--- src/hec_pkg.sv ---
// Shared constants, types and the colour ramp for the equalized colormap.
package hec_pkg;

    localparam int MAX_POINTS  = 4096;
    localparam int BIN_COUNT   = 256;
    localparam int SAMPLE_BITS = 16;

    localparam int PT_BITS   = $clog2(MAX_POINTS);
    localparam int CNT_BITS  = PT_BITS + 1;
    localparam int BIN_BITS  = $clog2(BIN_COUNT);
    localparam int NUM_BITS  = SAMPLE_BITS + BIN_BITS;
    localparam int STEP_BITS = $clog2(BIN_BITS);

    // Result status codes
    localparam logic [1:0] ST_OK        = 2'd0;
    localparam logic [1:0] ST_NOT_READY = 2'd1;
    localparam logic [1:0] ST_DROPPED   = 2'd2;

    // Request into the shared divider
    typedef struct packed {
        logic                   start;
        logic [NUM_BITS-1:0]    num;
        logic [SAMPLE_BITS-1:0] den;
    } t_div_req;

    typedef struct packed {
        logic [7:0] red;
        logic [7:0] green;
        logic [7:0] blue;
    } t_rgb;

    // Blue-white-red ramp over the equalized index
    function automatic t_rgb colour_of(input logic [BIN_BITS-1:0] j);
        t_rgb c;
        int   v;
        if (int'(j) < BIN_COUNT / 2) begin
            v       = (510 * int'(j)) / BIN_COUNT;
            c.red   = v[7:0];
            c.green = v[7:0];
            c.blue  = 8'd255;
        end else begin
            v = (510 * (BIN_COUNT - int'(j))) / BIN_COUNT;
            if (v > 255) begin
                v = 255;
            end
            c.red   = 8'd255;
            c.green = v[7:0];
            c.blue  = v[7:0];
        end
        return c;
    endfunction

endpackage

--- src/hec_div.sv ---
// Restoring divider, one quotient bit per cycle; zero divisor gives zero.
module hec_div (
    input  logic                      i_clk,
    input  logic                      i_rst_n,
    input  hec_pkg::t_div_req         i_req,
    output logic                      o_done,
    output logic [hec_pkg::BIN_BITS-1:0] o_quot
);
    import hec_pkg::*;

    logic                   r_run;
    logic [STEP_BITS-1:0]   r_step;
    logic [NUM_BITS-1:0]    r_rem;
    logic [SAMPLE_BITS-1:0] r_den;
    logic [BIN_BITS-1:0]    r_q;
    logic                   r_done;
    logic [NUM_BITS-1:0]    trial;

    // Divisor aligned to the current quotient bit
    assign trial = {{BIN_BITS{1'b0}}, r_den} << r_step;

    always_ff @(posedge i_clk) begin
        if (!i_rst_n) begin
            r_run  <= 1'b0;
            r_done <= 1'b0;
        end else begin
            r_done <= 1'b0;
            if (i_req.start) begin
                r_run  <= 1'b1;
                r_step <= STEP_BITS'(BIN_BITS - 1);
                r_rem  <= i_req.num;
                r_den  <= i_req.den;
                r_q    <= '0;
            end else if (r_run) begin
                if (r_rem >= trial) begin
                    r_rem         <= r_rem - trial;
                    r_q[r_step]   <= 1'b1;
                end
                if (r_step == '0) begin
                    r_run  <= 1'b0;
                    r_done <= 1'b1;
                end else begin
                    r_step <= r_step - 1'b1;
                end
            end
        end
    end

    assign o_done = r_done;
    assign o_quot = (r_den == '0) ? '0 : r_q;

endmodule

--- config.mk ---
export PLATFORM = sky130hd
export DESIGN_NAME = hec_div
export DESIGN_NICKNAME = d
export VERILOG_FILES = /design/src/hec_pkg.sv /design/src/hec_div.sv
export SDC_FILE = /design/constraint.sdc
export NUM_CORES = 1
export LEC_CHECK = 0
export ABC_AREA = 1
export BUFFER_PORTS_ARGS = -buffer_cell sky130_fd_sc_hd__buf_2
export CAP_MARGIN = 20
export CORE_ASPECT_RATIO = 0.6
export CORE_UTILIZATION = 50
export DETAILED_ROUTE_END_ITERATION = 6
export GPL_ROUTABILITY_DRIVEN = 0
export PLACE_DENSITY = 0.7
export SETUP_SLACK_MARGIN = 0.15
export SLEW_MARGIN = 25
export SYNTH_ARGS = -nofsm -noshare
export SYNTH_HDL_FRONTEND = slang
export SYNTH_SLANG_ARGS = --single-unit
--- constraint.sdc ---
create_clock -name i_clk -period 5.2 [get_ports i_clk]
set_input_delay 1.04 -clock i_clk [delete_from_list [all_inputs] [get_ports i_clk]]
set_output_delay 1.04 -clock i_clk [all_outputs]
set_load 0.02 [all_outputs]
# Word-level counts from Yosys, hierarchy flattened
# Index checks and enable logic that the tools add are counted.
# word_totals
ff_bits,53
latch_bits,0
ramBits,0
rom_bits,0
in_bits,43
output_inout_bits,9
elab_cells,39
memories,0
# classes
addsub,2
multipliers,0
div,0
magnitude_cmp,3
n_eq_ne,1
n_shift,1
muxes,14
bitwise,3
reduce_logical,9
# op_table
cell,count
24-bit two-way mux,3
24-bit greater-or-equal comparator,1
8-bit two-way mux,3
16-bit by 3-bit << shifter with 24-bit output,1
24-bit subtractor,1
16-bit logical NOT,1
8-bit OR,1
3-bit two-way mux,2
3-bit AND reduction,2
1-bit two-way mux,5
3-bit by 4-bit < comparator with 1-bit output (second input constant),1
2-bit nonzero test,2
1-bit demux with 3-bit select,1
3-bit by 1-bit greater-or-equal comparator with 1-bit output (second input constant),1
3-bit logical NOT,1
3-bit OR reduction,1
3-bit by 1-bit subtractor with 3-bit output (second input constant),1
2-bit != test (second input constant),1
1-bit NOT,2
2-bit AND reduction,1
1-bit logical AND,1

# Depth between registers and ports, before layout
# Gate-level depths: netlist of the first run.
# logic_depth
depth_word,7
ltp_mapped,20
mapped_depth_nobuf,19

# Worst setup path before layout of the first run
# Ideal clock, no wire load.
# synth_timing
kind,reg-to-reg
startpoint,register r_step[0]
endpoint,register r_q[0] (enable)
setup_time_ns,0.390
arrival_ns,2.814
required_ns,4.810
slack_ns,1.996
path_stages_with_launch,14
n_path_buf,1
period_less_slack_ns,3.204
cell_sequence,edfxtp_1 > buf_2 > o21ai_0 > o21ai_0 > or2_2 > ha_1 > nand2_2 > nor2_2 > inv_1 > nor2_1 > nand3_1 > nand4_1 > nand2_1 > nand2_1
# synth_between
elab_chain_len,4
# synth_rtl
element,line,rtl
"start, declared",hec_div.sv:12,logic [STEP_BITS-1:0] r_step;
"start signal, assigned",hec_div.sv:30,r_step <= STEP_BITS'(BIN_BITS - 1);
"start signal, assigned",hec_div.sv:43,r_step <= r_step - 1'b1;
16-bit by 3-bit << shifter with 24-bit output,hec_div.sv:20,"assign trial = {{BIN_BITS{1'b0}}, r_den} << r_step;"
24-bit greater-or-equal comparator,hec_div.sv:35,if (r_rem >= trial) begin
2-bit nonzero test (no source line),n/a,
3-bit AND reduction (no source line),n/a,
"end signal, assigned",hec_div.sv:33,r_q <= '0;
"end signal, assigned by index",hec_div.sv:37,r_q[r_step] <= 1'b1;
"end, declared",hec_div.sv:15,logic [BIN_BITS-1:0] r_q;
# Every way passes these cells.
# A chain may end at the register's enable or synchronous reset.

# Worst setup path in the final report of the first run
# layout_timing
startpoint,register r_step[0]
endpoint,register r_rem[23] (enable)
# layout_between
elab_chain_len,4
# layout_rtl
element,line,rtl
16-bit by 3-bit << shifter with 24-bit output,hec_div.sv:20,
24-bit greater-or-equal comparator,hec_div.sv:35,
2-bit nonzero test (no source line),n/a,
3-bit AND reduction (no source line),n/a,
"end signal, assigned",hec_div.sv:31,r_rem <= i_req.num;
"end signal, assigned",hec_div.sv:36,r_rem <= r_rem - trial;
"end, declared",hec_div.sv:13,logic [NUM_BITS-1:0] r_rem;
# Every way passes these cells.

==> qor.txt, run 1 <==
CTS tree: yes
CTS sink cnt: 53
Area of placed instances: 0.004812 mm^2
Setup repair after global routing missed its margin: false
Htree depth: 2
Final hold viol count: 0
Postcts setup bufs: 0
Resize count post-CTS: 0
Routed wire per std cell: 14.34 um
Layout area overhead: 10.70%
Max VDD drop: 0.1381 mV
Ys async rst share: 0
Comb power frac: 0.418
Total number of vias: 4,353
Vias in the first global route: 3,639
Clock Skew: 7.485 ps
Mapped Cells: 677
Crit Path Max Fanout: 30
Distinct cells, synth: 31
Root Buffer: clkbuf_16
DRT iter0 DRCs: 433
Crit path time final: 4119 ps
Die Area: 0.009353 mm^2
Worst slew pin tran: 871.2 ps
Primary FF master, synth: edfxtp_1
Worst r2r src: r_step[0]
Worst setup SP type: flop
Critical Path AT: 4090 ps
Die Ht: 75.32 um
Area of the mapped netlist: 0.004479 mm^2
Syn nets: 746
Skew-Pair Late Insertion Delay: 310 ps
Part of the power in the clock network: 0.229
First-pass GRT wire length: 17,940 um
Max Clock Freq: 242.8 MHz
DR pass1 iterations: 5
Slew Viols, Final: 0
Mean Syn Cell Area: 6.616 um^2
Headroom to the max-slew limit: 0.4186
Initial antenna violation count: 0
Die X-Extent: 124.2 um
# port buffers: 51
NetSw: 638.7 uW
Beginning of the critical path: r_step[0]
Row count: 26
#FFs+latches synth: 53
Clk slew on worst S/H paths: 80 ps
CTS Buffer Depth: 2
Sw Share: 0.4077
Top cells by area, synth: edfxtp_1 34%, nand2_1 22%, inv_1 9.8%
Core ar.: 0.008588 mm^2
Worst min-delay path startpoint: r_run
Final worst path period share: 0.7921
Post-DR vias/cell: 5.219
Max-cap viol count: 0
Post-synth EDFFs: 51
Critical path class: reg2reg
Setup Viol. Count Final: 0
CTS Buf Count: 5
Sequential share of the synthesized area: 0.3508
Global Route Usage Sum: 0.2588
GRT overflow: 0
YS warnings: 0
Total negative slack: 0 ps
ANT cells: 0
Layout cells sized above 1: 0.1150
Req. time, crit path: 5170 ps
Final core occ: 0.5774
Power Density: 316.0 mW/mm^2
Largest net degree at the start of global routing: 41
Leading area contributor after synthesis: edfxtp_1
Final nets: 790
Area share of the largest cell type after synthesis: 0.3419
Post-detailed-route count of antenna-violating nets: 0
Routed WL: 11,960 um
CTS Hold Bufs: 0
I/O Pins: 52
Crit end category: flop
Post-route DRC: 0
Total power: 1567 uW
Status: finished, final reports clean
Fin area: 0.004959 mm^2
Leakage Power: 0.002568 uW
Starting Density: 0.5216
Reg power frac: 0.353
Internal Power: 927.9 uW
DP HPWL: 9383 um
HP Class: reg2reg
## final cells by class
class / instances / area (um^2)
clock inverter: 3 / 21.27
fill: 851 / 3630
inverter: 118 / 442.9
tap: 112 / 140.1
multi-input combinational: 490 / 2387
clock buffer: 5 / 125.1
sequential: 53 / 1572
timing repair buffer: 53 / 270.3
## critical path, cell delays in order (launching register included)
cell and delay (ps):
edfxtp_1 860, inv_1 430, o21ai_0 320, o21ai_0 140, or2_2 310, ha_1 380
nand3_1 110, nand3_1 180, nand2_1 70, nand2_1 110, nand2_1 60, nand4_1 140
nand2_1 70, nand2_1 160, buf_4 390
## power groups by stage
stage / sequential [uW] / clock, uW / combinational [uW]
5_1_grt: 558 / 371 / 736
4_1_cts: 553 / 357 / 642
3_3_place_gp: 561 / 0 / 623
2_1_floorplan: 550 / 0 / 484
3_5_place_dp: 562 / 0 / 636
6_report: 554 / 358 / 655
## flip-flops by register name (all words and copies together) (netlist names)
signal / cells
r_rem: 24
o_done: 1
r_den: 16
r_step: 3
r_run: 1
r_q: 8
## cells by family (layout without fill, tap and decap cells)
logic type	count (synthesis)	after routing	synth area share
AO/OA/AOI/OAI	68	68	0.07961
flip-flops	53	53	0.3508
XOR/XNOR	1	1	0.001956
buffers and inverters	134	179	0.1162
multiplexers	4	4	0.008939
AND/OR/NAND/NOR	391	391	0.3682
adder cells (fa/ha/maj)	26	26	0.07430
## routing by layer
layer	track usage	wire length, um
met5	0	0
met3	0.07410	1272
met4	0.05026	107
met1	0.3932	5888
met2	0.3610	4690
## synth_stat cells, types with 3 or more instances
library cell,instances
a21oi_1,18
buf_2,8
clkbuf_1,6
edfxtp_1,51
ha_1,25
inv_1,117
mux2i_1,4
nand2_1,265
nand2_2,4
nand3_1,47
nand3b_1,6
nand4_1,7
nor2_1,39
nor2_2,3
nor3_1,4
o21ai_0,41
o22ai_1,6
or2_2,10
## per-stage QoR
stage | instances | setup slack [ps] | hold slack, ps
3_5_place_dp | 826 | 1152 | 454.3
3_3_place_gp | 826 | 1384 | 440.2
2_1_floorplan | 677 | 1996 | 428.9
5_1_grt | 834 | 665.1 | 496.7
6_report | 834 | 1081 | 470.9
4_1_cts | 834 | 1132 | 469.0
## placed cells by master, fill, tap and decap left out, types with 2 or more instances in the layout
master	n
a21oi_1	18
buf_2	51
buf_4	2
clkbuf_16	5
dfxtp_1	2
edfxtp_1	51
ha_1	25
inv_1	117
mux2i_1	4
nand2_1	265
nand2_2	4
nand3_1	47
nand3b_1	6
nand4_1	7
nor2_1	39
nor2_2	3
nor3_1	4
nor4_1	2
o21ai_0	41
o22ai_1	6
or2_2	10
## path summary, 6_finish.rpt
| kind | end | slack, ps | cells after the start |
|---|---|---|---|
| hold reg to reg | o_done | 470 | 2 |
| setup reg to reg | r_rem[23] | 1080 | 14 |
| setup / recovery | r_rem[23] | 1080 | 14 |
| hold / removal | o_done | 470 | 2 |
No activity file was read; power rests on OpenSTA's default activity.
==> run 2, diff against run 1 <==
- PLACE_DENSITY: 0.7 -> 0.73
- clock period: 5.2 -> 3.59 ns (I/O delays scaled with it)
==> qor.txt, run 2 (synthesis results as in run 1) <==
Layout cells sized above 1: 0.1286
Worst r2r src: r_step[0]
I/O Pins: 52
Final core occ: 0.5938
Root Buffer: clkbuf_16
Hold_ws: 470.2 ps
Die X-Extent: 124.2 um
Req. time, crit path: 3660 ps
GRT overflow: 0
Headroom to the max-slew limit: 0.4857
Post-detailed-route count of antenna-violating nets: 0
CP max stage cell: edfxtp_1
Post-DR vias/cell: 5.335
Vias in the first global route: 3,878
Total negative slack: 0 ps
Max-cap viol count: 0
Max Clock Freq: 309.2 MHz
Fin area: 0.005100 mm^2
CP max stage delay: 380 ps
Crit path time final: 3234 ps
Largest registers: r_rem x24, r_den x16, r_q x8
Commonest cells after routing, fill and taps aside: 264 x nand2_1, 117 x inv_1, 51 x buf_2, 51 x edfxtp_1, 46 x nand3_1
Clock Skew: 10.34 ps
DRT iter0 DRCs: 424
CTS Hold Bufs: 0
Routed WL: 12,500 um
Post-route DRC: 0
# port buffers: 51
Critical Path AT: 3300 ps
Seq. cell area: 0.001572 mm^2
CTS tree: yes
Setup Viol. Count Final: 0
Crit path buf inv count: 5
Starting Density: 0.5216
Core ar.: 0.008588 mm^2
CP delay by family, top: simple AND/OR/NAND/NOR gates
CTS Buf Count: 5
CTS sink cnt: 53
First-pass GRT wire length: 18,900 um
Initial antenna violation count: 0
HP Class: reg2reg
Critical path's most frequent cell: nand2_1
CTS Buffer Depth: 2
Most common library cell in the layout ignoring fill and taps: nand2_1
Final nets: 799
Total number of vias: 4,497
Largest register FFs: 24
Final worst path period share: 0.9009
Max VDD drop: 0.2220 mV
Status: finished, final reports clean
Worst setup SP type: flop
Beginning of the critical path: r_step[0]
Worst slew pin tran: 771.4 ps
Routed wire per std cell: 14.83 um
Slew Viols, Final: 0
Crit end category: flop
Area of placed instances: 0.004862 mm^2
Die Area: 0.009353 mm^2
Critical-path cell list: buf_12, inv_1, or2_2, o21ai_1, nand2_1, o21ai_0, nand2_1, o21ai_0, ha_1, buf_4, nand2_2, inv_1, nand2_1, nand2_1, inv_1, nand3_2, or2_2, nand3_1, nand2_1
Skew-Pair Late Insertion Delay: 300 ps
DP HPWL: 9748 um
Fillers: 829
ANT cells: 0
Power Density: 464.5 mW/mm^2
Final hold viol count: 0
Row count: 26
Largest net degree at the start of global routing: 41
Global Route Usage Sum: 0.2720
Reg with most FFs: r_rem
Multi-input logic area: 0.002397 mm^2
Clk slew on worst S/H paths: 80 ps
Htree depth: 2
Die Ht: 75.32 um
Leakage Power: 0.002642 uW
Setup repair after global routing missed its margin: false
Critical path class: reg2reg
Layout area overhead: 13.85%
Crit Path Max Fanout: 30
DR pass1 iterations: 7
Worst min-delay path startpoint: r_run
-- run 2: changes by cell type in the layout (fill, tap and decap cells not counted), moves of 2 or more --
| cell | previous run | this run |
|---|---|---|
| buf_12 | 0 | 2 |
| buf_4 | 2 | 8 |
| o21ai_0 | 41 | 38 |
| o21ai_1 | 0 | 3 |
-- run 2: through the flow --
step           power, uW  worst slack (ps)  std cells
2_1_floorplan       1498             386.0        677
4_1_cts             2319             329.7        839
5_1_grt             2510             170.0        843
6_report            2369             355.6        843
3_3_place_gp        1726             477.6        831
3_5_place_dp        1756             366.6        831
-- run 2: repair_timing --
action                                  in CTS  in global routing
hold endpoints to repair                     0                  0
gates resized for setup                      0                  9
endpoints found under the setup margin       0                 35
buffers inserted                             0                  3
-- run 2: final cells by class --
class / count / area share
tap: 112 / 0.02748
clock buffer: 6 / 0.02527
timing repair buffer: 62 / 0.07458
multi-input combinational: 490 / 0.4701
clock inverter: 2 / 0.007605
inverter: 118 / 0.08685
sequential: 53 / 0.3081
-- run 2: where the power goes --
group | switching [uW] | leakage [uW] | internal, uW | total [uW]
Combinational | 666 | 0.00206 | 339 | 1010
Sequential | 30.1 | 0.000503 | 765 | 795
Clock | 237 | 0.0000810 | 331 | 569
-- run 2: tightest hold or removal path: stages, from the launching register on --
cell and delay (ps):
dfxtp_1 300, nand2_1 70, nor3_1 60
-- run 2: worst paths after layout --
kind               to  slack, ps  cells after the start
min reg2reg    o_done        470                      2
min            o_done        470                      2
max          r_rem[9]        360                     19
max reg2reg  r_rem[9]        360                     19
-- run 2: layer usage --
| layer | GRT usage | wire [um] | vias up |
|---|---|---|---|
| met5 | 0 | 0 | - |
| met1 | 0.4100 | 6091 | 2032 |
| met2 | 0.3917 | 4941 | 195 |
| met4 | 0.05159 | 127 | 0 |
| li1 | - | - | 2255 |
| met3 | 0.06961 | 1339 | 15 |
